<file path="src/rtl/im2col_pkg.sv">
// shared types for the im2col patch unroller
`default_nettype none
package im2col_pkg;

	typedef struct packed {
		logic [4:0] ch;
		logic [6:0] h;
		logic [6:0] w;
		logic [3:0] k;
		logic [3:0] s;
		logic [3:0] p;
		logic [7:0] zr;
		logic [7:0] zc;
		logic       has_patches;
	} cfg_t;

	typedef struct packed {
		logic        produce;
		logic [3:0]  chan;
		logic [5:0]  row;
		logic [5:0]  col;
		logic        in_image;
		logic        last;
		logic [23:0] index;
	} walk_t;

endpackage
`default_nettype wire

</file>
<file path="src/rtl/im2col_cfg.sv">
// configuration registers with apb access and range saturation
`default_nettype none
module im2col_cfg import im2col_pkg::*; (
	input  logic        clk,
	input  logic        arst_n,
	input  logic        psel,
	input  logic        penable,
	input  logic        pwrite,
	input  logic [4:0]  paddr,
	input  logic [31:0] pwdata,
	output logic [31:0] prdata,
	output logic        restart,
	output cfg_t        cfg
);

	localparam logic [2:0] REG_CHANNEL_COUNT   = 3'd0;
	localparam logic [2:0] REG_IMAGE_HEIGHT    = 3'd1;
	localparam logic [2:0] REG_IMAGE_WIDTH     = 3'd2;
	localparam logic [2:0] REG_KERNEL_SIZE     = 3'd3;
	localparam logic [2:0] REG_STEP_SIZE       = 3'd4;
	localparam logic [2:0] REG_BORDER_PAD      = 3'd5;
	localparam logic [2:0] REG_EXTRA_ZERO_ROWS = 3'd6;
	localparam logic [2:0] REG_EXTRA_ZERO_COLS = 3'd7;

	logic [4:0] ch_q;
	logic [6:0] h_q;
	logic [6:0] w_q;
	logic [3:0] k_q;
	logic [3:0] s_q;
	logic [3:0] p_q;
	logic [7:0] zr_q;
	logic [7:0] zc_q;
	logic [2:0] sel;
	logic [7:0] hp2;
	logic [7:0] wp2;

	assign sel     = paddr[4:2];
	assign restart = psel & penable & pwrite;

	always_ff @(posedge clk or negedge arst_n) begin
		if (!arst_n) begin
			ch_q <= 5'd1;
			h_q  <= 7'd1;
			w_q  <= 7'd1;
			k_q  <= 4'd1;
			s_q  <= 4'd1;
			p_q  <= 4'd0;
			zr_q <= 8'd0;
			zc_q <= 8'd0;
		end else if (restart) begin
			unique case (sel)
				REG_CHANNEL_COUNT:   ch_q <= pwdata[4:0];
				REG_IMAGE_HEIGHT:    h_q  <= pwdata[6:0];
				REG_IMAGE_WIDTH:     w_q  <= pwdata[6:0];
				REG_KERNEL_SIZE:     k_q  <= pwdata[3:0];
				REG_STEP_SIZE:       s_q  <= pwdata[3:0];
				REG_BORDER_PAD:      p_q  <= pwdata[3:0];
				REG_EXTRA_ZERO_ROWS: zr_q <= pwdata[7:0];
				REG_EXTRA_ZERO_COLS: zc_q <= pwdata[7:0];
			endcase
		end
	end

	always_comb begin
		unique case (sel)
			REG_CHANNEL_COUNT:   prdata = 32'(ch_q);
			REG_IMAGE_HEIGHT:    prdata = 32'(h_q);
			REG_IMAGE_WIDTH:     prdata = 32'(w_q);
			REG_KERNEL_SIZE:     prdata = 32'(k_q);
			REG_STEP_SIZE:       prdata = 32'(s_q);
			REG_BORDER_PAD:      prdata = 32'(p_q);
			REG_EXTRA_ZERO_ROWS: prdata = 32'(zr_q);
			REG_EXTRA_ZERO_COLS: prdata = 32'(zc_q);
		endcase
	end

	// saturate into the legal ranges
	always_comb begin
		cfg.ch = (ch_q == 5'd0) ? 5'd1 : ((ch_q > 5'd16) ? 5'd16 : ch_q);
		cfg.h  = (h_q == 7'd0) ? 7'd1 : ((h_q > 7'd64) ? 7'd64 : h_q);
		cfg.w  = (w_q == 7'd0) ? 7'd1 : ((w_q > 7'd64) ? 7'd64 : w_q);
		cfg.k  = (k_q == 4'd0) ? 4'd1 : ((k_q > 4'd11) ? 4'd11 : k_q);
		cfg.s  = (s_q == 4'd0) ? 4'd1 : ((s_q > 4'd8) ? 4'd8 : s_q);
		cfg.p  = (p_q > 4'd8) ? 4'd8 : p_q;
		cfg.zr = zr_q;
		cfg.zc = zc_q;
		hp2 = 8'(cfg.h) + {3'd0, cfg.p, 1'b0};
		wp2 = 8'(cfg.w) + {3'd0, cfg.p, 1'b0};
		cfg.has_patches = (8'(cfg.k) <= hp2) && (8'(cfg.k) <= wp2);
	end

endmodule
`default_nettype wire

</file>
<file path="config.mk">
export PLATFORM = sky130hd
export DESIGN_NAME = im2col_cfg
export DESIGN_NICKNAME = d
export VERILOG_FILES = /design/src/rtl/im2col_pkg.sv /design/src/rtl/im2col_cfg.sv
export SDC_FILE = /design/constraint.sdc
export NUM_CORES = 1
export LEC_CHECK = 0
export BUFFER_PORTS_ARGS = -buffer_cell sky130_fd_sc_hd__buf_4
export CAP_MARGIN = 20
export CORE_MARGIN = 2
export CORE_UTILIZATION = 53
export DETAILED_ROUTE_END_ITERATION = 7
export GPL_ROUTABILITY_DRIVEN = 0
export GPL_TIMING_DRIVEN = 0
export PLACE_DENSITY = 0.95
export SLEW_MARGIN = 15
export SYNTH_ARGS = -nofsm -noshare
export SYNTH_HDL_FRONTEND = slang
export SYNTH_SLANG_ARGS = --single-unit
</file>
<file path="constraint.sdc">
create_clock -name clk -period 6 [get_ports clk]
set_input_delay 0.6 -clock clk [delete_from_list [all_inputs] [get_ports clk]]
set_output_delay 0.6 -clock clk [all_outputs]
set_load 0.005 [all_outputs]
</file>
* Yosys cells after proc, flatten, opt, wreduce, memory -nomap -nowiden *
Index checks and enable logic that the tools add are counted.

operators by class
  $add $sub $neg = 2
  magnitude comparators = 8
  equal/unequal tests = 7
  mux-type cells = 12
  bitwise operators = 2
  reduce and logical (&&, ||, !) cells = 15

operators by type and width
  kind                                           count
  one-hot mux 32 bit (8 select lines)            1
  2-to-1 mux 7 bit                               4
  2-to-1 mux 4 bit                               5
  adder 7 x 5 -> 8 bit                           2
  less-or-equal comparator 4 x 8 -> 1 bit        2
  AND reduction 2 bit                            8
  > comparator 7 bit, second input constant      2
  zero test 7 bit                                2
  == test 3 bit, second input constant           4
  > comparator 4 bit, second input constant      3
  2-to-1 mux 5 bit                               2
  zero test 4 bit                                2
  == test 3 x 2 -> 1 bit, second input constant  2
  > comparator 5 bit, second input constant      1
  zero test 5 bit                                1
  == test 3 x 1 -> 1 bit, second input constant  1
  zero test 3 bit                                1
  AND 1 bit                                      2
  logical AND 1 bit                              1

storage, ports and cells
  flip-flop bits (word level) = 47

* Depth between registers and ports, before layout *
Gate-level depths: netlist of run 1.

  depth after elaboration = 6
  mapped depth = 9
  mapped depth without buffers = 9

* Worst setup path after synthesis of run 1 *
OpenSTA, ideal clock, no wires.

  path kind = reg2out
  start point = reg w_q[6]
  end point = out cfg[0] in the netlist's numbering
  arrival time = 2038 ps
  setup slack = 3362 ps
  stages on the path, launching flop included = 10
  path buffers = 1
  cells stage by stage = dfrtp_1 -> clkbuf_1 -> nor2b_1 -> ha_1 -> fa_1 -> xnor2_1 -> ha_1 -> nand4_1 -> o211a_1 -> a32oi_1

RTL lines
  item                    line              source
  start, declared         im2col_cfg.sv:27  logic [6:0] w_q;
  start signal, assigned  im2col_cfg.sv:54  REG_IMAGE_WIDTH: w_q <= pwdata[6:0];
  end, declared           im2col_cfg.sv:13  output cfg_t cfg

==> out/results.ini, run 1 <==
[outcome]
status=finished, final reports clean

[synth]
synth_commonest_cells=dfrtp_1, mux2_2, buf_4, nor2b_1
yosysMostFrequentCell=dfrtp_1
synthesis.area_um2=3130
synth-main-ff-cell=dfrtp_1
synth_warnings=0
synth_edf_count=0
synth_area_per_cell_um2=11.7
synthDistinctLibCells=45
ys_seq_area_frac=0.377
synth_area_leaders=dfrtp_1, mux2_2, ha_1
ys_async_sr_fraction=1.00
ys_ff_latch=47
synth_top_cell_area_share=0.335
synthCells=268
synthDominantAreaCellType=dfrtp_1

[final_layout]
syn_to_final_growth_pct=25.1
nets=428
drive_above_1_share=0.480
diodes=0
fillers=407
final_cells=444

[sta]
holdWs_ps=293
rsz0062_at_grt=false
setup_viol=0
slew-limit-headroom=0.613
fmax_mhz=293
fin_ws_ps=2590
fin_tns_setup_ps=0
tightest_slew_ps=580
period_share=0.569
min_period_ps=3410
hold_violations=0
slew_violations=0
finClkSkew_ps=0

[setup_path]
worst-setup-path-type=reg2out
worst_setup_path_start_kind=register
rr_startpoint=w_q[6]
cpLargestDelayFamily=adder cells
arrival_ps=2810
critPathBufInv=2
worstSetupStartpoint=p_q[3]
endpoint_kind=output pin
crit_slowest_cell=dfrtp_1
worstPathRequired_ps=5400
path_max_fanout=6
max_stage_delay_ps=450
critPathMostFrequentCell=ha_1
cp_cell_sequence=nor2b_1 -> ha_1 -> inv_1 -> fa_1 -> xor2_1 -> ha_1 -> o21ai_0 -> o21bai_1 -> a32oi_1 -> buf_4

[placement]
post-place-ws_ps=3020
dp.cells=436
dp_hpwl_um=5820
numPortBuffers=70

[cts]
root_buffer=clkbuf_8
htree_levels=2
cts.sinks=47
cts_tree=done
cts_resized=0
cts_made_buffers=5
insertion_delay_ps=300
cts_buffer_depth=2
cts_hold_buf=0
clk_pin_slew_ps=80
post_cts_buffers=0

[die]
chipWidth_um=80.9
design.core.area_um2=5820
die_y_um=80.9
pin_count=123
num_rows=28
die_area_um2=6540
initial_core_util=0.539

[routing]
drtIter0Drc=147
postRouteAntennaNets=0
routed_wirelength_um=7560
wire_per_inst_um=17.0
dr.pass1.iters=4
drc_errors=0
vias=2384
viasPerCell=5.37

[pwr]
powerDensity_nw_per_um2=289
finalPower_uw=1130
vdd.ir_drop.worst_mv=0.214
p_leak_uw=0.00201

[global_route]
grt_max_degree=48
grt_pass1_wl_um=12000
grt_pass1_vias=2305
gr-total-overflow=0
antenna_found_initial=0
grt_usage=0.241

[run]
cap_violations=0

[min_path]
hold_class=in2async

## where the power goes
part           internal [uW]  total [uW]  switching, uW
combinational            286         493            207
sequential               384         455           71.6
clock                   82.9         183           99.9
total                    753        1130            379
## per-layer routing
metal,up-vias,share of wire,track usage
met5,-,0,0
met4,0,0.013,0.0729
met3,13,0.085,0.0556
met2,118,0.52,0.423
met1,1158,0.39,0.297
li1,1095,-,-
## per-stage QoR
| step | utilization | instance area (um2) |
|---|---|---|
| CTS | 0.674 | 3920 |
| floorplan | - | 3220 |
| global placement | 0.660 | 3840 |
| global route | 0.674 | 3920 |
| finish | 0.674 | 3920 |
| detailed placement | 0.660 | 3840 |
## area by class of cell
cell class / instances / area (um2) / area share
buffer: 39 / 289 / 0.0738
clock buffer: 8 / 80.1 / 0.0204
inverter: 7 / 26.3 / 0.00670
multi-input combinational: 198 / 1720 / 0.439
sequential: 47 / 1180 / 0.302
tap: 75 / 93.8 / 0.0239
timing repair buffer: 70 / 526 / 0.134
## cells in the final DEF, fill, tap and decap left out, types with 6 or more instances in the layout
cell / instances
conb_1: 24
buf_4: 95
a21oi_1: 6
nor2b_1: 22
mux4_2: 6
mux2_2: 40
clkbuf_8: 7
nor3_1: 6
inv_1: 7
mux2_4: 12
nor2_1: 16
dfrtp_1: 42
ha_1: 16
mux2i_1: 6
clkbuf_1: 10
## worst register-to-register path: cells and delay by family, from the launching register on
kind	cells	cell delay (ps)
mux	1	310
buf+inv	1	200
flops	1	360
## registers in the layout, summed over array words and instances, names as in the netlist
signal and flops:
k_q 4, h_q 7, ch_q 5, zr_q 8, s_q 4, w_q 7
zc_q 8, p_q 4
## logic make-up after synthesis
kind of cell               synth area share
AOI/OAI and AO/OA                    0.0567
xor gates and xnor gates            0.00559
adders and majority gates            0.0767
buffers and inverters                 0.101
DFF                                   0.377
muxes                                 0.264
other                               0.00120
and+or+nand+nor                       0.118
## final timing paths
kind	endpoint	slack, ps	depth (start not counted)
setup / recovery	cfg[0]	2590	10
hold / removal	w_q[5]	290	1
setup reg to reg	w_q[6]	5020	2
hold reg to reg	zc_q[4]	550	1
max in group asynchronous	ch_q[4]	5310	1
min in group clk	zr_q[7]	540	2
Power figures use the tool's default switching activity.
==> run 2, diff against run 1 <==
--- a/config.mk
+++ b/config.mk
@@ -5,14 +5,15 @@
 export SDC_FILE = /design/constraint.sdc
 export NUM_CORES = 1
 export LEC_CHECK = 0
+export ABC_AREA = 1
 export BUFFER_PORTS_ARGS = -buffer_cell sky130_fd_sc_hd__buf_4
 export CAP_MARGIN = 20
 export CORE_MARGIN = 2
-export CORE_UTILIZATION = 53
+export CORE_UTILIZATION = 49
 export DETAILED_ROUTE_END_ITERATION = 7
 export GPL_ROUTABILITY_DRIVEN = 0
 export GPL_TIMING_DRIVEN = 0
-export PLACE_DENSITY = 0.95
+export PLACE_DENSITY = 0.91
 export SLEW_MARGIN = 15
 export SYNTH_ARGS = -nofsm -noshare
 export SYNTH_HDL_FRONTEND = slang
==> constraint.sdc (replaced) <==
create_clock -name clk -period 3.5 [get_ports clk]
set_input_delay 0.35 -clock clk [delete_from_list [all_inputs] [get_ports clk]]
set_output_delay 0.35 -clock clk [all_outputs]
set_load 0.005 [all_outputs]
==> out/results.ini, run 2 <==
[setup_path]
setup.worst_path.end=cfg[0]
worst_setup_path_start_kind=register
r2r-end=h_q[6]
r2r_slack_ps=2590
worstSetupStartpoint=w_q[0]
path_max_fanout=3
arrival_ps=2910
worstPathRequired_ps=3150
endpoint_kind=output pin
worst-setup-path-type=reg2out
rr_startpoint=h_q[6]
r2r_cells=3

[final_layout]
fillers=545
nets=585
syn_to_final_growth_pct=26.4
fin_util=0.629
multi_input_area_um2=1520
reg_top3=zc_q (8), zr_q (8)
regArea_um2=1180
diodes=0
final_common_cell=buf_4
final_cell_area_um2=3950
drive_above_1_share=0.251
layout_common_cells=buf_4, nand2_1, inv_1

[cts]
post_cts_buffers=0
htree_levels=2
clk_pin_slew_ps=90
cts.sinks=47
insertion_delay_ps=300
root_buffer=clkbuf_8
cts_made_buffers=5
cts_buffer_depth=2
cts_tree=done

[synth]
synthDominantAreaCellType=dfrtp_1
yosysMostFrequentCell=nand2_1
synth_commonest_cells=nand2_1, inv_1, o21ai_0, nor2_1, dfrtp_1
ys_async_sr_fraction=1.00
synth_area_leaders=dfrtp_1, nand2_1, o21ai_0
synth-main-ff-cell=dfrtp_1
synthDistinctLibCells=33
ys_ff_latch=47
synthCells=426
ys_seq_area_frac=0.378
synth_edf_count=0
synth_area_per_cell_um2=7.34
synthesis.area_um2=3130
synth_top_cell_area_share=0.336
synth_warnings=0

[sta]
slew_violations=0
setup_viol=0
slew-limit-headroom=0.599
period_share=0.932
finClkSkew_ps=0
fmax_mhz=307
tightest_slew_ps=601
hold_violations=0
min_period_ps=3260
fin_ws_ps=238
fin_tns_setup_ps=0

[global_route]
grt_max_degree=48
gr-total-overflow=0
grt_pass1_wl_um=13500
antenna_found_initial=0
grt_pass1_vias=2886
grt_usage=0.237

[die]
pin_count=123
die_y_um=83.9
chipWidth_um=83.9
die_area_um2=7040
num_rows=29
design.core.area_um2=6280
initial_core_util=0.498

[pwr]
vdd.ir_drop.worst_mv=0.351
powerDensity_nw_per_um2=513
p_leak_uw=0.00215

[routing]
drtIter0Drc=181
viasPerCell=5.06
vias=3054
dr.pass1.iters=5
postRouteAntennaNets=0
routed_wirelength_um=8180
wire_per_inst_um=13.6
drc_errors=0

[outcome]
status=finished, final reports clean

[placement]
dp_hpwl_um=6390
placedInstanceArea_um2=3830
numPortBuffers=70
post-place-ws_ps=556

[min_path]
hold_class=in2async

[run]
cap_violations=0

run 2: changes by cell type in the layout (fill, tap and decap cells not counted), moves of 22 or more:
cell	before	now
o21ai_0	4	52
nand2_1	2	96
mux2_2	40	0
inv_1	7	66
nor2_1	16	50
nor2b_1	22	0
run 2: critical path, cell delays in order, from the launching register on:
cell and delay [ps]:
dfstp_2 560, nor2_1 40, nand4_1 90, nand2_1 60, inv_1 90, nor2_1 70
ha_1 210, fa_1 430, xnor2_2 170, ha_1 290, nand2_1 80, inv_1 60
nand2_1 50, nand2_1 60, nand3_1 70, nor2_1 100, nor2_1 50, buf_4 130
run 2: worst min-delay path by stage:
stage           start  endpoint  depth (start not counted)
3_3_place_gp   arst_n   zr_q[7]                          1
2_1_floorplan  arst_n   ch_q[1]                          0
6_report       arst_n   zr_q[4]                          1
5_1_grt        arst_n    w_q[3]                          1
4_1_cts        arst_n    w_q[5]                          1
3_5_place_dp   arst_n   zr_q[4]                          1
run 2: per-layer routing:
layer | global-route usage | part of all wire
met1 | 0.318 | 0.41
met2 | 0.388 | 0.49
met3 | 0.0356 | 0.076
met4 | 0.0865 | 0.022
met5 | 0 | 0
run 2: final cells by class:
class / instances / area share
inverters: 69 / 0.0655
plain buffers: 38 / 0.0643
well taps: 77 / 0.0244
repair buffers: 70 / 0.133
flip-flops and latches: 47 / 0.299
clock buffers: 5 / 0.0174
multi-input cells: 294 / 0.385
clock inverters: 3 / 0.0111
run 2: cells by family (layout without fill, tap and decap cells):
| group | Yosys count | count (layout) | synth area share |
|---|---|---|---|
| and+or+nand+nor | 177 | 177 | 0.244 |
| xor gates and xnor gates | 2 | 2 | 0.00560 |
| buffers and inverters | 108 | 185 | 0.165 |
| DFF | 47 | 47 | 0.378 |
| AOI/OAI and AO/OA | 73 | 73 | 0.129 |
| other | 1 | 24 | 0.00120 |
| adders and majority gates | 18 | 18 | 0.0768 |
run 2: repair_timing:
action | in CTS | in global routing
hold buffers | 0 | 0
resized for setup | 0 | 1
endpoints found under the setup margin | 0 | 1
run 2: per-stage QoR:
stage | hold WS [ps] | cells | total power (uW)
after detailed placement | 393 | 596 | 1620
after global routing | 91.6 | 603 | 2180
after floorplan | 54.4 | 449 | 1240
after CTS | 57.6 | 604 | 2020
final | 38.5 | 603 | 2030
after global placement | 385 | 596 | 1570
run 2: power by group:
part	leakage (uW)	total, uW	switching, uW	internal [uW]
logic	0.00151	872	464	408
registers	0.000577	752	94.0	658
clock network	0.0000581	403	190	213
total	0.00215	2030	748	1280
==> run 3, diff against run 2 <==
--- a/config.mk
+++ b/config.mk
@@ -8,6 +8,7 @@
 export ABC_AREA = 1
 export BUFFER_PORTS_ARGS = -buffer_cell sky130_fd_sc_hd__buf_4
 export CAP_MARGIN = 20
+export CORE_ASPECT_RATIO = 2
 export CORE_MARGIN = 2
 export CORE_UTILIZATION = 49
 export DETAILED_ROUTE_END_ITERATION = 7
==> out/results.ini, run 3 (same netlist as run 2, synthesis figures left out) <==
[outcome]
status=finished, final reports clean

[min_path]
hold_class=in2async

[final_layout]
diodes=0
regArea_um2=1180
fin_util=0.635
layout_common_cells=buf_4, nand2_1, inv_1
reg_top3=zc_q (8), zr_q (8)
final_common_cell=buf_4
syn_to_final_growth_pct=27.1
drive_above_1_share=0.248
nets=585
multi_input_area_um2=1520
final_cells=610
fillers=548
final_cell_area_um2=3970

[setup_path]
r2r-end=h_q[6]
max_stage_delay_ps=400
crit_slowest_cell=fa_1
worstPathRequired_ps=3150
rr_startpoint=h_q[6]
endpoint_kind=output pin
r2r_slack_ps=2560
path_max_fanout=10
worst_setup_path_start_kind=register
critPathMostFrequentCell=nor2_1
worst-setup-path-type=reg2out
cpLargestDelayFamily=adder cells
critPathBufInv=3
arrival_ps=2900
cp_cell_sequence=clkbuf_1 -> nor2_1 -> ha_1 -> inv_1 -> fa_1 -> xor2_1 -> ha_1 -> nand2_1 -> nor2_1 -> nor2_1 -> nand3_1 -> nor2_1 -> nor2_1 -> buf_4
path_depth=14
r2r_cells=3

[sta]
tightest_slew_ps=590
min_period_ps=3250
setup_viol=0
holdWs_ps=59.8
fin_tns_setup_ps=0
hold_violations=0
period_share=0.929
rsz0062_at_grt=false
fmax_mhz=307
finClkSkew_ps=0
slew_violations=0
slew-limit-headroom=0.607

[die]
initial_core_util=0.500
pin_count=123
die_y_um=117
die_area_um2=7070
chipWidth_um=60.5
num_rows=41
design.core.area_um2=6260

[routing]
wire_per_inst_um=14.1
drc_errors=0
drtIter0Drc=159
routed_wirelength_um=8600
vias=3095
dr.pass1.iters=5
postRouteAntennaNets=0
viasPerCell=5.07

[cts]
cts_tree=done
insertion_delay_ps=290
post_cts_buffers=0
root_buffer=clkbuf_16
htree_levels=2
cts_made_buffers=5
clk_pin_slew_ps=60
cts_buffer_depth=2
cts_hold_buf=0
cts.sinks=47
cts_resized=0

[placement]
dp_hpwl_um=6780
placedInstanceArea_um2=3850
numPortBuffers=70
dp.cells=605

[global_route]
grt_pass1_wl_um=13100
grt_usage=0.253
antenna_found_initial=0
grt_pass1_vias=2962
gr-total-overflow=0
grt_max_degree=48

[pwr]
vdd.ir_drop.worst_mv=0.438
powerDensity_nw_per_um2=524
p_leak_uw=0.00215

[run]
cap_violations=0

-- run 3: cell count changes in the layout (fill, tap and decap cells not counted), sizes merged --
cell	previous run	this run
bufinv	1	0
clkbuf	13	14
clkinv	2	0
-- run 3: cell type report --
type	count	area share
inverter	69	0.0652
clock buffer	6	0.0324
timing repair buffer	70	0.132
tap	86	0.0271
sequential	47	0.298
multi-input combinational	294	0.382
buffer	38	0.0639
-- run 3: routing by layer --
layer / wire length [um] / global-route usage / up-vias
li1: - / - / 1481
met1: 2790 / 0.237 / 1402
met4: 520 / 0.181 / 0
met3: 514 / 0.0440 / 43
met2: 4770 / 0.467 / 169
met5: 0 / 0 / -
-- run 3: worst max-delay path by stage --
stage            from      to  slack [ps]
3_5_place_dp   h_q[6]  cfg[0]         540
4_1_cts        h_q[6]  cfg[0]         230
5_1_grt        w_q[0]  cfg[0]         0.4
6_report       h_q[6]  cfg[0]         250
3_3_place_gp   w_q[6]  cfg[0]         600
2_1_floorplan  w_q[0]  cfg[0]         940
-- run 3: worst register-to-register path: stages, from the launching register on --
cell	delay, ps
dfrtp_1	330
clkbuf_1	330
nand2_1	130
o21ai_2	70
-- run 3: through the flow --
| step | worst slack (ps) | total power [uW] |
|---|---|---|
| 6_report | 247 | 2080 |
| 2_1_floorplan | 940 | 1240 |
| 3_5_place_dp | 538 | 1640 |
| 5_1_grt | 0.360 | 2230 |
| 3_3_place_gp | 605 | 1590 |
| 4_1_cts | 232 | 2080 |
-- run 3: where the power goes --
group          internal (uW)  switching [uW]
Clock                    257             189
Sequential               660            95.7
Combinational            406             475
Total                   1320             760
