$ cat config.mk
export PLATFORM = sky130hd
export DESIGN_NAME = im2col_walk
export DESIGN_NICKNAME = d
export VERILOG_FILES = /design/src/rtl/im2col_pkg.sv /design/src/rtl/im2col_walk.sv
export SDC_FILE = /design/constraint.sdc
export NUM_CORES = 1
export LEC_CHECK = 0
export BUFFER_PORTS_ARGS = -buffer_cell sky130_fd_sc_hd__buf_2
export CORE_UTILIZATION = 55
export CTS_BUF_LIST = sky130_fd_sc_hd__clkbuf_4 sky130_fd_sc_hd__clkbuf_8
export CTS_CLUSTER_SIZE = 12
export DETAILED_ROUTE_END_ITERATION = 8
export GPL_TIMING_DRIVEN = 1
export PLACE_DENSITY_LB_ADDON = 0.3
export SLEW_MARGIN = 30
export SYNTH_ARGS = -nofsm -noshare
export SYNTH_HDL_FRONTEND = slang
export SYNTH_SLANG_ARGS = --single-unit
$ cat constraint.sdc
create_clock -name clk -period 6.9 [get_ports clk]
set_clock_uncertainty 0.1 [all_clocks]
set_input_delay 1.38 -clock clk [delete_from_list [all_inputs] [get_ports clk]]
set_output_delay 1.38 -clock clk [all_outputs]
set_load 0.05 [all_outputs]
$ cat src/rtl/im2col_pkg.sv
// shared types for the im2col patch unroller
`default_nettype none
package im2col_pkg;

	typedef struct packed {
		logic [4:0] ch;
		logic [6:0] h;
		logic [6:0] w;
		logic [3:0] k;
		logic [3:0] s;
		logic [3:0] p;
		logic [7:0] zr;
		logic [7:0] zc;
		logic       has_patches;
	} cfg_t;

	typedef struct packed {
		logic        produce;
		logic [3:0]  chan;
		logic [5:0]  row;
		logic [5:0]  col;
		logic        in_image;
		logic        last;
		logic [23:0] index;
	} walk_t;

endpackage
`default_nettype wire

$ cat src/rtl/im2col_walk.sv
// nested window and kernel counters that walk the unrolled matrix
`default_nettype none
module im2col_walk import im2col_pkg::*; (
	input  logic  clk,
	input  logic  arst_n,
	input  cfg_t  cfg,
	input  logic  restart,
	input  logic  step,
	output walk_t cur
);

	localparam logic [1:0] PH_PATCH = 2'd0;
	localparam logic [1:0] PH_COLS  = 2'd1;
	localparam logic [1:0] PH_ROWS  = 2'd2;
	localparam logic [1:0] PH_RCOLS = 2'd3;

	logic [1:0]  phase_q, phase_n, eff_phase;
	logic [6:0]  wr_q, wr_n, wc_q, wc_n;
	logic [3:0]  ch_q, ch_n, kr_q, kr_n, kc_q, kc_n;
	logic [7:0]  fill_q, fill_n, zrow_q, zrow_n;
	logic [23:0] elem_q, elem_n;

	logic [7:0] fr, fc, pad, wc_nx, wr_nx;
	logic [8:0] hp2, wp2;
	logic       kc_end, kr_end, ch_end, fill_end, zrow_end;
	logic       col_over, row_over;
	logic       content_end, go_window, go_rowend, last;

	assign eff_phase = (phase_q == PH_PATCH && !cfg.has_patches) ? PH_ROWS : phase_q;

	assign pad = {4'd0, cfg.p};
	assign fr  = {1'b0, wr_q} + {4'd0, kr_q};
	assign fc  = {1'b0, wc_q} + {4'd0, kc_q};
	assign hp2 = 9'(cfg.h) + {4'd0, cfg.p, 1'b0};
	assign wp2 = 9'(cfg.w) + {4'd0, cfg.p, 1'b0};

	assign kc_end   = (5'(kc_q) + 5'd1) >= 5'(cfg.k);
	assign kr_end   = (5'(kr_q) + 5'd1) >= 5'(cfg.k);
	assign ch_end   = (5'(ch_q) + 5'd1) >= cfg.ch;
	assign fill_end = (9'(fill_q) + 9'd1) >= 9'(cfg.zc);
	assign zrow_end = (9'(zrow_q) + 9'd1) >= 9'(cfg.zr);

	assign wc_nx    = {1'b0, wc_q} + {4'd0, cfg.s};
	assign wr_nx    = {1'b0, wr_q} + {4'd0, cfg.s};
	assign col_over = (9'(wc_nx) + 9'(cfg.k)) > wp2;
	assign row_over = (9'(wr_nx) + 9'(cfg.k)) > hp2;

	assign content_end = kc_end && kr_end && ch_end;

	always_comb begin
		go_window = 1'b0;
		go_rowend = 1'b0;
		unique case (eff_phase)
			PH_PATCH: go_window = content_end && (cfg.zc == 8'd0);
			PH_COLS:  go_window = fill_end;
			PH_ROWS:  go_rowend = content_end && (cfg.zc == 8'd0);
			PH_RCOLS: go_rowend = fill_end;
		endcase
		last = (go_window && col_over && row_over && cfg.zr == 8'd0) ||
			(go_rowend && zrow_end);
	end

	always_comb begin
		cur.produce  = cfg.has_patches || (cfg.zr != 8'd0);
		cur.chan     = ch_q;
		cur.row      = 6'(fr - pad);
		cur.col      = 6'(fc - pad);
		cur.in_image = (eff_phase == PH_PATCH) && (fr >= pad) && (fr < pad + 8'(cfg.h)) &&
			(fc >= pad) && (fc < pad + 8'(cfg.w));
		cur.last     = last;
		cur.index    = elem_q;
	end

	always_comb begin
		phase_n = phase_q;
		wr_n    = wr_q;
		wc_n    = wc_q;
		ch_n    = ch_q;
		kr_n    = kr_q;
		kc_n    = kc_q;
		fill_n  = fill_q;
		zrow_n  = zrow_q;
		elem_n  = elem_q;
		if (step && cur.produce) begin
			elem_n = elem_q + 24'd1;
			unique case (eff_phase)
				PH_PATCH, PH_ROWS: begin
					kc_n = kc_q + 4'd1;
					if (kc_end) begin
						kc_n = 4'd0;
						kr_n = kr_q + 4'd1;
						if (kr_end) begin
							kr_n = 4'd0;
							ch_n = ch_q + 4'd1;
							if (ch_end) begin
								ch_n = 4'd0;
								if (cfg.zc != 8'd0) begin
									phase_n = (eff_phase == PH_PATCH) ? PH_COLS : PH_RCOLS;
									fill_n  = 8'd0;
								end else begin
									phase_n = eff_phase;
								end
							end
						end
					end
				end
				PH_COLS, PH_RCOLS: fill_n = fill_q + 8'd1;
			endcase
			if (go_window) begin
				phase_n = PH_PATCH;
				wc_n    = wc_nx[6:0];
				if (col_over) begin
					wc_n = 7'd0;
					wr_n = wr_nx[6:0];
					if (row_over) begin
						wr_n    = 7'd0;
						phase_n = PH_ROWS;
						fill_n  = 8'd0;
						zrow_n  = 8'd0;
					end
				end
			end
			if (go_rowend) begin
				phase_n = PH_ROWS;
				zrow_n  = zrow_q + 8'd1;
			end
			if (last) begin
				phase_n = PH_PATCH;
				wr_n    = 7'd0;
				wc_n    = 7'd0;
				ch_n    = 4'd0;
				kr_n    = 4'd0;
				kc_n    = 4'd0;
				fill_n  = 8'd0;
				zrow_n  = 8'd0;
				elem_n  = 24'd0;
			end
		end
	end

	always_ff @(posedge clk or negedge arst_n) begin
		if (!arst_n) begin
			phase_q <= PH_PATCH;
			wr_q    <= 7'd0;
			wc_q    <= 7'd0;
			ch_q    <= 4'd0;
			kr_q    <= 4'd0;
			kc_q    <= 4'd0;
			fill_q  <= 8'd0;
			zrow_q  <= 8'd0;
			elem_q  <= 24'd0;
		end else if (restart) begin
			phase_q <= PH_PATCH;
			wr_q    <= 7'd0;
			wc_q    <= 7'd0;
			ch_q    <= 4'd0;
			kr_q    <= 4'd0;
			kc_q    <= 4'd0;
			fill_q  <= 8'd0;
			zrow_q  <= 8'd0;
			elem_q  <= 24'd0;
		end else begin
			phase_q <= phase_n;
			wr_q    <= wr_n;
			wc_q    <= wc_n;
			ch_q    <= ch_n;
			kr_q    <= kr_n;
			kc_q    <= kc_n;
			fill_q  <= fill_n;
			zrow_q  <= zrow_n;
			elem_q  <= elem_n;
		end
	end

endmodule
`default_nettype wire

# Word-level counts from Yosys, hierarchy flattened
# Cells that the tools add are included.
# totals
ram_bits	0
register_bits	68
mem_bits_ro	0
latchBits	0
output_inout_bits	43
inputBits	52
n_memories	0
word_cells	156
# op_classes
add_sub_neg	23
reduce_logical	44
eq_ne	3
multipliers	0
order_cmp	11
shifts	0
muxes	66
n_bitwise	0
n_div	0
# ops
op	n
2-to-1 mux 8 bit	17
2-to-1 mux 7 bit	11
2-to-1 mux 24 bit	3
2-to-1 mux 4 bit	18
adder 7 x 4 -> 8 bit	4
2-to-1 mux 2 bit	14
adder 24 x 1 -> 24 bit, second input constant	1
nonzero test 5 bit	4
adder 8 x 1 -> 9 bit, second input constant	2
adder 8 x 4 -> 9 bit	2
>= comparator 9 x 8 -> 1 bit	2
> comparator 9 x 8 -> 1 bit	2
adder 4 x 7 -> 8 bit	2
adder 7 x 5 -> 8 bit	2
adder 8 x 1 -> 8 bit, second input constant	2
>= comparator 8 x 4 -> 1 bit	2
zero test 8 bit	2
less-than comparator 8 bit	2
case mux 8 bit (2 select lines)	1
nonzero test 8 bit	2
adder 4 x 1 -> 5 bit, second input constant	3
nonzero test 3 bit	5
logical AND 1 bit	13
adder 4 x 1 -> 4 bit, second input constant	3
16 further kinds	28

# Logic depth before layout (Yosys ltp)
# Gate-level depths: netlist of run 1.
# logic_depth
ltp_word	15
depth_mapped	21
mapped_depth_nobuf	20

# Worst setup path before layout of run 1
# No wires, ideal clock.
# synth_path
path_kind	in2out
from	input port cfg[21] (netlist bit)
to	output port cur[24] (netlist bit)
t_required_ns	5.420
n_path_buf	1
stages	19
t_arrival_ns	4.997
setup_slack_ns	0.423
path_cell_list	ha_1 fa_1 xor2_1 ha_1 nor2b_1 o21ai_0 nand2b_1 and2_1 maj3_1 a2bb2oi_1 xnor2_1 ha_1 and3_1 nand3_1 o22ai_1 a31oi_1 o2111ai_1 nand2_1 buf_4
# synth_between
elab_chain_cells	7
word_cells_on_any_way	10
classes_between	4 x add/sub; 2 x order compare; 4 x reduce/logical
# synth_rtl
element	line	rtl
start: declaration	im2col_walk.sv:6	input cfg_t cfg,
adder 7 x 4 -> 8 bit	im2col_walk.sv:43	assign wc_nx = {1'b0, wc_q} + {4'd0, cfg.s};
adder 8 x 4 -> 9 bit	im2col_walk.sv:45	assign col_over = (9'(wc_nx) + 9'(cfg.k)) > wp2;
> comparator 9 x 8 -> 1 bit	im2col_walk.sv:45	
logical AND 1 bit	im2col_walk.sv:59	last = (go_window && col_over && row_over && cfg.zr == 8'd0) ||
logical AND 1 bit * (2 in series)	im2col_walk.sv:59	
logical OR 1 bit *	im2col_walk.sv:59	
end: declaration	im2col_walk.sv:9	output walk_t cur
# Mark *: on every way between the ends. The rest lies on a longest branch, timed or not.

==> results.json, run 1 <==
{
  "core_um2": 12800,
  "setup_viol": 0,
  "grt_pass1_wl_um": 28100,
  "grt_remaining_overflow": 0,
  "insertedDiodeCount": 0,
  "hold_violations": 0,
  "regArea_um2": 1700,
  "pre_cts_slack_ns": 0.143,
  "rows": 41,
  "htreeDepth": 3,
  "placedCellCount": 1082,
  "ys.flop_type": "dfrtp_1",
  "syn-cell-area_um2": 7360,
  "grt_max_degree": 69,
  "grt_pass1_vias": 6022,
  "layout_min_cycle_time_ns": 6.56,
  "finalHoldWorstSlack_ns": 0.444,
  "postSynthCellCount": 819,
  "cp-start-kind": "input pin",
  "insertion_delay_ns": 0.36,
  "drc": 0,
  "slew_headroom": 0.434,
  "start_util": 0.574,
  "yosys_register_bits": 68,
  "synth_common_cells": "114 x ha_1, 71 x inv_1, 68 x dfrtp_1",
  "first_pass_iters": 4,
  "cp.arrival_ns": 5.08,
  "critical_path.most_common_cell": "ha_1",
  "nets": 1101,
  "cts_buffer_depth": 2,
  "powerDensity_nw_per_um2": 215,
  "crit_fanout": 3,
  "grt_antenna_before_repair": 0,
  "die-area_um2": 13800,
  "rsz0062_at_grt": "no",
  "vias_per_cell": 5.67,
  "crit_type": "in -> out",
  "critPathSlowestCell": "fa_2",
  "pin_count": 95,
  "syn-num-nets": 997,
  "ys_seq_area_frac": 0.231,
  "synth.distinct_cells": 80,
  "routed_wl_um": 16200,
  "io_buffers": 94,
  "cts_buffers": 9,
  "status": "finished clean",
  "clk_pin_slew_ns": 0.08,
  "avgSynthCellArea_um2": 8.98,
  "synthToLayoutAreaGrowth_pct": 13.2,
  "tritoncts": "yes",
  "worstHoldStart": "elem_q[23]",
  "synth_most_common_cell": "ha_1",
  "routedWlPerCell_um": 14.8,
  "layout-drive-gt1-share": 0.177,
  "ir_drop_v": 0.000145,
  "synth.top_cell.area_share": 0.231,
  "synth_area_leaders": "dfrtp_1 23%, ha_1 19%, xor2_1 5.8%, xnor2_1 5.1%, a21o_1 3.9%",
  "yosysWarnings": 0,
  "synth_edf_count": 0,
  "grt_usage": 0.244,
  "finalInstanceArea_um2": 8320,
  "drtIter0Drc": 392,
  "end_kind": "primary output",
  "placed_area_um2": 8030,
  "async_reset_ff_frac": 1.00,
  "p_leak_nw": 4.40,
  "max_freq_mhz": 152,
  "cp_cell_sequence": "buf_2 -> ha_1 -> fa_2 -> xor2_2 -> ha_1 -> nor2b_1 -> o21ai_1 -> nand2b_1 -> and2_1 -> maj3_1 -> a2bb2oi_2 -> xnor2_1 -> ha_1 -> and3_1 -> nand3_1 -> o22ai_1 -> a31oi_1 -> buf_4 -> o2111ai_1 -> nand2_1 -> buf_6",
  "multi_input_area_um2": 5310,
  "cts.sink_count": 68,
  "fin_crit_sh": 0.950,
  "gp_congestion": 0.839,
  "vias": 6227,
  "slowest_delay_ns": 0.37,
  "maxSlewViolCount": 0,
  "reg2reg_from": "wr_q[0]",
  "die_h_um": 118,
  "worstPathRequired_ns": 5.42,
  "setup_tns_ns": 0,
  "synth_area_leader_cell": "dfrtp_1",
  "worst_pin_slew_ns": 0.848,
  "fillers": 1138,
  "dp_hpwl_um": 13000,
  "drv_cap": 0,
  "hold_path_class": "reg -> reg",
  "cts-root-buf": "clkbuf_8",
  "fin_ws_ns": 0.342,
  "fin_cells": 1099,
  "die_x_um": 118,
  "cp-startpoint": "cfg[21]",
  "antenna_left": 0
}
-- metrics by stage --
stage	utilization	power (mW)
3_5_place_dp	0.626	1.33
3_3_place_gp	0.626	1.32
4_1_cts	0.646	1.77
2_1_floorplan	-	1.11
6_report	0.649	1.79
5_1_grt	0.649	1.92
-- layout make-up --
type	instances	share of cell area
Sequential cell	68	0.204
Inverter	71	0.0320
Timing Repair Buffer	107	0.0690
Tap cell	172	0.0259
Multi-Input combinational cell	666	0.637
Clock inverter	6	0.0165
Clock buffer	9	0.0149
-- per-layer routing --
| layer | share of wire | vias to the layer above | global-route usage |
|---|---|---|---|
| met1 | 0.48 | 2934 | 0.331 |
| met2 | 0.47 | 125 | 0.410 |
| li1 | - | 3150 | - |
| met5 | 0 | - | 0 |
| met4 | 0.012 | 0 | 0.0489 |
| met3 | 0.033 | 18 | 0.0359 |
-- placed cells by master (no fill, tap or decap), drive strengths merged, types with 6 or more instances in the layout --
master / instances
buf: 107
a21o: 40
nor3: 9
a22o: 12
o211ai: 9
inv: 71
nand2: 50
nand3: 37
nor2: 59
xnor2: 43
a21oi: 47
nor4: 9
fa: 12
nand4: 6
nor2b: 14
o21ai: 40
a31oi: 8
a211oi: 10
and3: 9
clkbuf: 9
xor2: 49
nand2b: 13
ha: 114
dfrtp: 68
-- power breakdown --
part / leakage, nW / internal (mW) / total, mW / switching [mW]
clock: 0.129 / 0.276 / 0.437 / 0.161
sequential: 0.939 / 0.418 / 0.448 / 0.0305
combinational: 3.33 / 0.373 / 0.906 / 0.533
-- state kept, by name (all words and copies together), names as in the netlist --
| register | flops |
|---|---|
| elem_q | 24 |
| fill_q | 8 |
| zrow_q | 8 |
| wc_q | 7 |
| wr_q | 7 |
| ch_q | 4 |
| kc_q | 4 |
| kr_q | 4 |
| phase_q | 2 |
-- final timing paths --
| path | endpoint | slack, ns | depth (start not counted) |
|---|---|---|---|
| setup / recovery | cur[24] | 0.34 | 21 |
| hold / removal | elem_q[23] | 0.44 | 2 |
| setup reg to reg | kc_q[2] | 1.86 | 20 |
| hold reg to reg | elem_q[23] | 0.44 | 2 |
| max in group asynchronous | kr_q[0] | 5.03 | 2 |
| min in group asynchronous | elem_q[10] | 1.10 | 2 |
-- kinds of logic (layout without fill, tap and decap cells) --
group,count (synthesis),count (layout),share of synthesized area
xor+xnor,92,92,0.110
compound gates,209,209,0.203
flops,68,68,0.231
fa+ha+maj,127,127,0.228
buf+inv,85,193,0.0497
mux,10,10,0.0150
simple gates,228,228,0.164
-- worst max-delay path, delay by kind of cell --
kind / cells / cell delay (ns)
AND/OR/NAND/NOR: 6 / 0.79
AO/OA/AOI/OAI: 5 / 0.64
buffers and inverters: 3 / 0.46
XOR/XNOR: 2 / 0.29
adder cells (fa/ha/maj): 5 / 1.51
-- timing repair --
action / in CTS / in global routing
buffers inserted: 0 / 2
hold buffers: 0 / 0
resized for setup: 0 / 7
setup endpoints to repair: 0 / 1
Note: power is estimated with default switching activity, not from simulation.
==> run 2, diff against run 1 <==
--- a/config.mk
+++ b/config.mk
@@ -10,8 +10,9 @@
 export CTS_BUF_LIST = sky130_fd_sc_hd__clkbuf_4 sky130_fd_sc_hd__clkbuf_8
 export CTS_CLUSTER_SIZE = 12
 export DETAILED_ROUTE_END_ITERATION = 8
-export GPL_TIMING_DRIVEN = 1
+export GPL_TIMING_DRIVEN = 0
 export PLACE_DENSITY_LB_ADDON = 0.3
+export RECOVER_POWER = 50
 export SLEW_MARGIN = 30
 export SYNTH_ARGS = -nofsm -noshare
 export SYNTH_HDL_FRONTEND = slang
==> results.json, run 2 (synthesis results as in run 1) <==
{
  "gp_congestion": 0.848,
  "fin_cells": 1104,
  "rr_worst_depth": 18,
  "hold_violations": 0,
  "cts.sink_count": 68,
  "fillers": 1113,
  "insertion_delay_ns": 0.34,
  "cp.arrival_ns": 5.22,
  "mostFrequentLayoutCell": "ha_1",
  "layout-drive-gt1-share": 0.158,
  "grt_max_degree": 41,
  "nets": 1106,
  "grt_pass1_wl_um": 27900,
  "clockPowerShare": 0.204,
  "cts_buffers": 9,
  "hold_buffers": 0,
  "largest_reg_flops": 24,
  "top_register": "elem_q",
  "p_comb_frac": 0.537,
  "grt_usage": 0.242,
  "drc": 0,
  "tritoncts": "yes",
  "end_kind": "primary output",
  "sequentialPowerShare": 0.259,
  "die_h_um": 118,
  "violations": "max-capacitance violations, max-slew violations",
  "mostFrequentLayoutCells": "113 x ha_1, 75 x buf_2, 71 x inv_1, 68 x dfrtp_1, 56 x nor2_1",
  "grt_remaining_overflow": 0,
  "status": "complete, but fails checks",
  "max_freq_mhz": 149,
  "r2r-end": "zrow_q[1]",
  "cts_buffer_depth": 2,
  "placedCellCount": 1086,
  "antenna_left": 0,
  "cp-startpoint": "cfg[21]",
  "reg2reg_from": "wr_q[0]",
  "slew_headroom": -0.413,
  "cp-start-kind": "input pin",
  "routedWlPerCell_um": 14.9,
  "r2r_slack_ns": 1.64,
  "vias_per_cell": 5.66,
  "cts-root-buf": "clkbuf_8",
  "routed_wl_um": 16500,
  "crit_fanout": 4,
  "grt_antenna_before_repair": 0,
  "cp-endpoint": "cur[24]",
  "start_util": 0.574,
  "rsz0062_at_grt": "no",
  "first_pass_iters": 5,
  "synthToLayoutAreaGrowth_pct": 13.4,
  "ir_drop_v": 0.000160,
  "p_sw_mw": 0.728,
  "intPower_mw": 0.990,
  "setup_viol": 0,
  "worstPathRequired_ns": 5.42,
  "setup_tns_ns": 0,
  "fin_crit_sh": 0.970,
  "grt_pass1_vias": 6116,
  "insertedDiodeCount": 0,
  "clk_pin_slew_ns": 0.07,
  "finalHoldWorstSlack_ns": 0.433,
  "die_x_um": 118,
  "hold_path_class": "reg -> reg",
  "crit_type": "in -> out",
  "drtIter0Drc": 361,
  "core_um2": 12800,
  "io_buffers": 94,
  "dp_hpwl_um": 13300,
  "pin_count": 95,
  "vias": 6246,
  "p_leak_nw": 4.30,
  "p_sw_frac": 0.424,
  "drv_cap": 2,
  "largestRegisters": "elem_q (24), fill_q (8), zrow_q (8)",
  "rows": 41,
  "maxSlewViolCount": 71,
  "die-area_um2": 13800,
  "layout_min_cycle_time_ns": 6.70,
  "powerDensity_nw_per_um2": 206,
  "worst_pin_slew_ns": 2.12,
  "htreeDepth": 3
}
run 2: cell types whose count changed in the layout (fill, tap and decap cells not counted), sizes merged:
cell / previous run / this run
clkinvlp: 0 / 1
clkbuf: 9 / 41
buf: 107 / 81
bufinv: 4 / 2
run 2: worst min-delay path by stage:
stage                     cells after the start  startpoint        end
after CTS                                     1   elem_q[0]  elem_q[0]
after global placement                        1   fill_q[1]  fill_q[1]
after global routing                          1   elem_q[0]  elem_q[0]
after floorplan                               1   fill_q[1]  fill_q[1]
final                                         1   elem_q[0]  elem_q[0]
after detailed placement                      1   elem_q[0]  elem_q[0]
run 2: critical path, stage by stage:
cell and delay [ns]:
buf_2 0.11, ha_1 0.23, fa_2 0.62, ha_1 0.24, a21o_1 0.19, a21oi_1 0.24, nor2b_1 0.08, o21a_1 0.21
xor2_1 0.17, xnor2_1 0.16, ha_1 0.35, nand3_1 0.11, or2b_2 0.32, a31oi_4 0.25, o2111ai_4 0.17, nand2_2 0.11
buf_4 0.12, buf_6 0.15
run 2: stage by stage:
step                power (mW)  instance area (um2)  setup slack (ns)   util
floorplan                 1.11                 7360             0.423      -
global placement          1.28                 8040            -0.437  0.627
detailed placement        1.30                 8060            -0.458  0.629
CTS                       1.70                 8320            0.0601  0.649
global route              1.84                 8340            0.0269  0.650
finish                    1.72                 8340             0.204  0.650
run 2: routing by layer:
metal,global-route usage,routed length [um],up-vias
met4,0.0513,197,0
met1,0.332,7970,2942
met3,0.0373,627,19
met2,0.403,7690,135
li1,-,-,3150
met5,0,0,-
run 2: area by class of cell:
class                      count  area (um2)  share of cell area
buffer                        14        98.8              0.0119
clock buffer                  10         131              0.0158
clock inverter                 5        77.6             0.00930
inverter                      71         267              0.0320
multi-input combinational    666        5370               0.644
sequential                    68        1700               0.204
tap                          172         215              0.0258
timing repair buffer          98         475              0.0570
run 2: repair_timing:
action	CTS	global route
gates resized for setup	8	8
buffers inserted	1	2
pin swaps	1	3
setup endpoints to repair	1	1
run 2: power groups by stage:
| stage | registers, mW | logic [mW] | clock network (mW) |
|---|---|---|---|
| 2_1_floorplan | 0.451 | 0.654 | 0 |
| 3_3_place_gp | 0.452 | 0.829 | 0 |
| 3_5_place_dp | 0.453 | 0.850 | 0 |
| 4_1_cts | 0.445 | 0.893 | 0.357 |
| 5_1_grt | 0.449 | 1.01 | 0.379 |
| 6_report | 0.446 | 0.922 | 0.351 |
==> run 3, diff against run 2 <==
--- a/config.mk
+++ b/config.mk
@@ -11,7 +11,7 @@
 export CTS_CLUSTER_SIZE = 12
 export DETAILED_ROUTE_END_ITERATION = 8
 export GPL_TIMING_DRIVEN = 0
-export PLACE_DENSITY_LB_ADDON = 0.3
+export PLACE_DENSITY = 0.76
 export RECOVER_POWER = 50
 export SLEW_MARGIN = 30
 export SYNTH_ARGS = -nofsm -noshare
==> results.json, run 3 (synthesis results as in run 1) <==
{
  "die-area_um2": 13800,
  "cts_buffers": 9,
  "largestRegisters": "elem_q (24), fill_q (8), zrow_q (8)",
  "routed_wl_um": 16500,
  "p_sw_frac": 0.439,
  "drc": 0,
  "cts-root-buf": "clkbuf_8",
  "top_register": "elem_q",
  "ir_drop_v": 0.000171,
  "placedCellCount": 1086,
  "tritoncts": "yes",
  "worstPathRequired_ns": 5.42,
  "grt_antenna_before_repair": 0,
  "fin_util": 0.649,
  "intPower_mw": 0.946,
  "p_leak_nw": 4.29,
  "placed_area_um2": 8060,
  "status": "complete, but fails checks",
  "htreeDepth": 3,
  "critical_path.most_common_cell": "ha_1",
  "sequentialPowerShare": 0.264,
  "drv_cap": 2,
  "cp-start-kind": "input pin",
  "layout-drive-gt1-share": 0.161,
  "core_um2": 12800,
  "nets": 1108,
  "cp.arrival_ns": 5.26,
  "hold_path_class": "reg -> reg",
  "drtIter0Drc": 431,
  "crit_type": "in -> out",
  "finalPower_mw": 1.69,
  "powerDensity_nw_per_um2": 203,
  "start_util": 0.574,
  "cp_cell_sequence": "buf_2 -> ha_2 -> fa_2 -> ha_1 -> a21o_1 -> a21oi_1 -> nor2b_1 -> o21a_1 -> xor2_1 -> xnor2_1 -> ha_1 -> nand3_1 -> or2b_2 -> a31oi_2 -> o2111ai_2 -> nand2_1 -> buf_4 -> buf_6",
  "slew_headroom": -0.394,
  "p_comb_frac": 0.533,
  "first_pass_iters": 7,
  "worst_pin_slew_ns": 2.09,
  "routedWlPerCell_um": 14.9,
  "largest_reg_flops": 24,
  "setup_viol": 0,
  "antenna_left": 0,
  "clockPowerShare": 0.203,
  "fin_crit_sh": 0.977,
  "fin_cells": 1107,
  "rsz0062_at_grt": "no",
  "gp_congestion": 0.842,
  "slowest_delay_ns": 0.61,
  "dp_hpwl_um": 13200,
  "synthToLayoutAreaGrowth_pct": 13.1,
  "grt_max_degree": 39,
  "die_x_um": 118,
  "insertedDiodeCount": 0,
  "vias": 6194,
  "crit_fanout": 3,
  "hold_violations": 0,
  "maxSlewViolCount": 71,
  "critPathSlowestCell": "fa_2",
  "rows": 41,
  "max_freq_mhz": 148,
  "die_h_um": 118,
  "cts_buffer_depth": 2,
  "vias_per_cell": 5.60,
  "end_kind": "primary output",
  "hold_buffers": 0,
  "mostFrequentLayoutCells": "112 x ha_1, 75 x buf_2, 71 x inv_1, 68 x dfrtp_1, 56 x nor2_1",
  "grt_pass1_vias": 6064,
  "cts.sink_count": 68,
  "io_buffers": 94,
  "finalHoldWorstSlack_ns": 0.434,
  "finalInstanceArea_um2": 8320,
  "p_sw_mw": 0.741,
  "pin_count": 95,
  "grt_usage": 0.249,
  "grt_remaining_overflow": 0,
  "violations": "max-capacitance violations, max-slew violations",
  "grt_pass1_wl_um": 28500,
  "insertion_delay_ns": 0.37,
  "layout_min_cycle_time_ns": 6.74,
  "clk_pin_slew_ns": 0.07,
  "mostFrequentLayoutCell": "ha_1"
}
==> run 3: power groups by stage <==
stage	Combinational [mW]	Clock, mW	Sequential (mW)
final	0.899	0.342	0.446
after global routing	0.999	0.366	0.450
after CTS	0.876	0.348	0.445
after detailed placement	0.843	0	0.452
after global placement	0.830	0	0.452
after floorplan	0.654	0	0.451
==> run 3: worst max-delay path: cells and delay by family <==
family | cells | cell delay [ns]
xor gates and xnor gates | 2 | 0.34
and+or+nand+nor | 4 | 0.64
buffers and inverters | 3 | 0.39
AOI/OAI and AO/OA | 5 | 1.13
adders and majority gates | 4 | 1.38
==> run 3: area by class of cell <==
| type | count | area [um2] |
|---|---|---|
| inverters | 71 | 267 |
| well taps | 172 | 215 |
| repair buffers | 100 | 490 |
| flip-flops and latches | 68 | 1700 |
| fillers | 1105 | 4510 |
| multi-input cells | 666 | 5350 |
| plain buffers | 14 | 98.8 |
| clock inverters | 7 | 76.3 |
| clock buffers | 9 | 124 |
==> run 3: path summary, 6_finish.rpt <==
check / start / end / slack (ns) / cells after the start
max in group asynchronous: arst_n / fill_q[1] / 2.73 / 2
min in group asynchronous: arst_n / wc_q[5] / 1.30 / 1
worst max-delay path: cfg[21] / cur[24] / 0.16 / 18
worst min-delay path: fill_q[1] / fill_q[1] / 0.43 / 1
worst min register to register: fill_q[1] / fill_q[1] / 0.43 / 1
worst max register to register: wr_q[0] / zrow_q[1] / 1.76 / 17
==> run 3: timing repair <==
item                                   4_1_cts  5_1_grt
cloned                                       0        0
gates resized for setup                      7        7
buffers inserted                             2        3
endpoints found under the hold margin        0        0
pin swaps                                    3        2
setup endpoints to repair                    1        1
==> run 3: per-stage QoR <==
stage / setup slack (ns) / setup TNS, ns
finish: 0.159 / 0
detailed placement: -0.419 / -0.419
global placement: -0.432 / -0.432
global route: 0.0164 / 0
floorplan: 0.423 / 0
CTS: 0.00731 / 0
==> run 3: metal layers <==
metal	part of all wire	GRT usage
met4	0.011	0.0433
met1	0.49	0.346
met2	0.47	0.407
met3	0.035	0.0441
met5	0	0
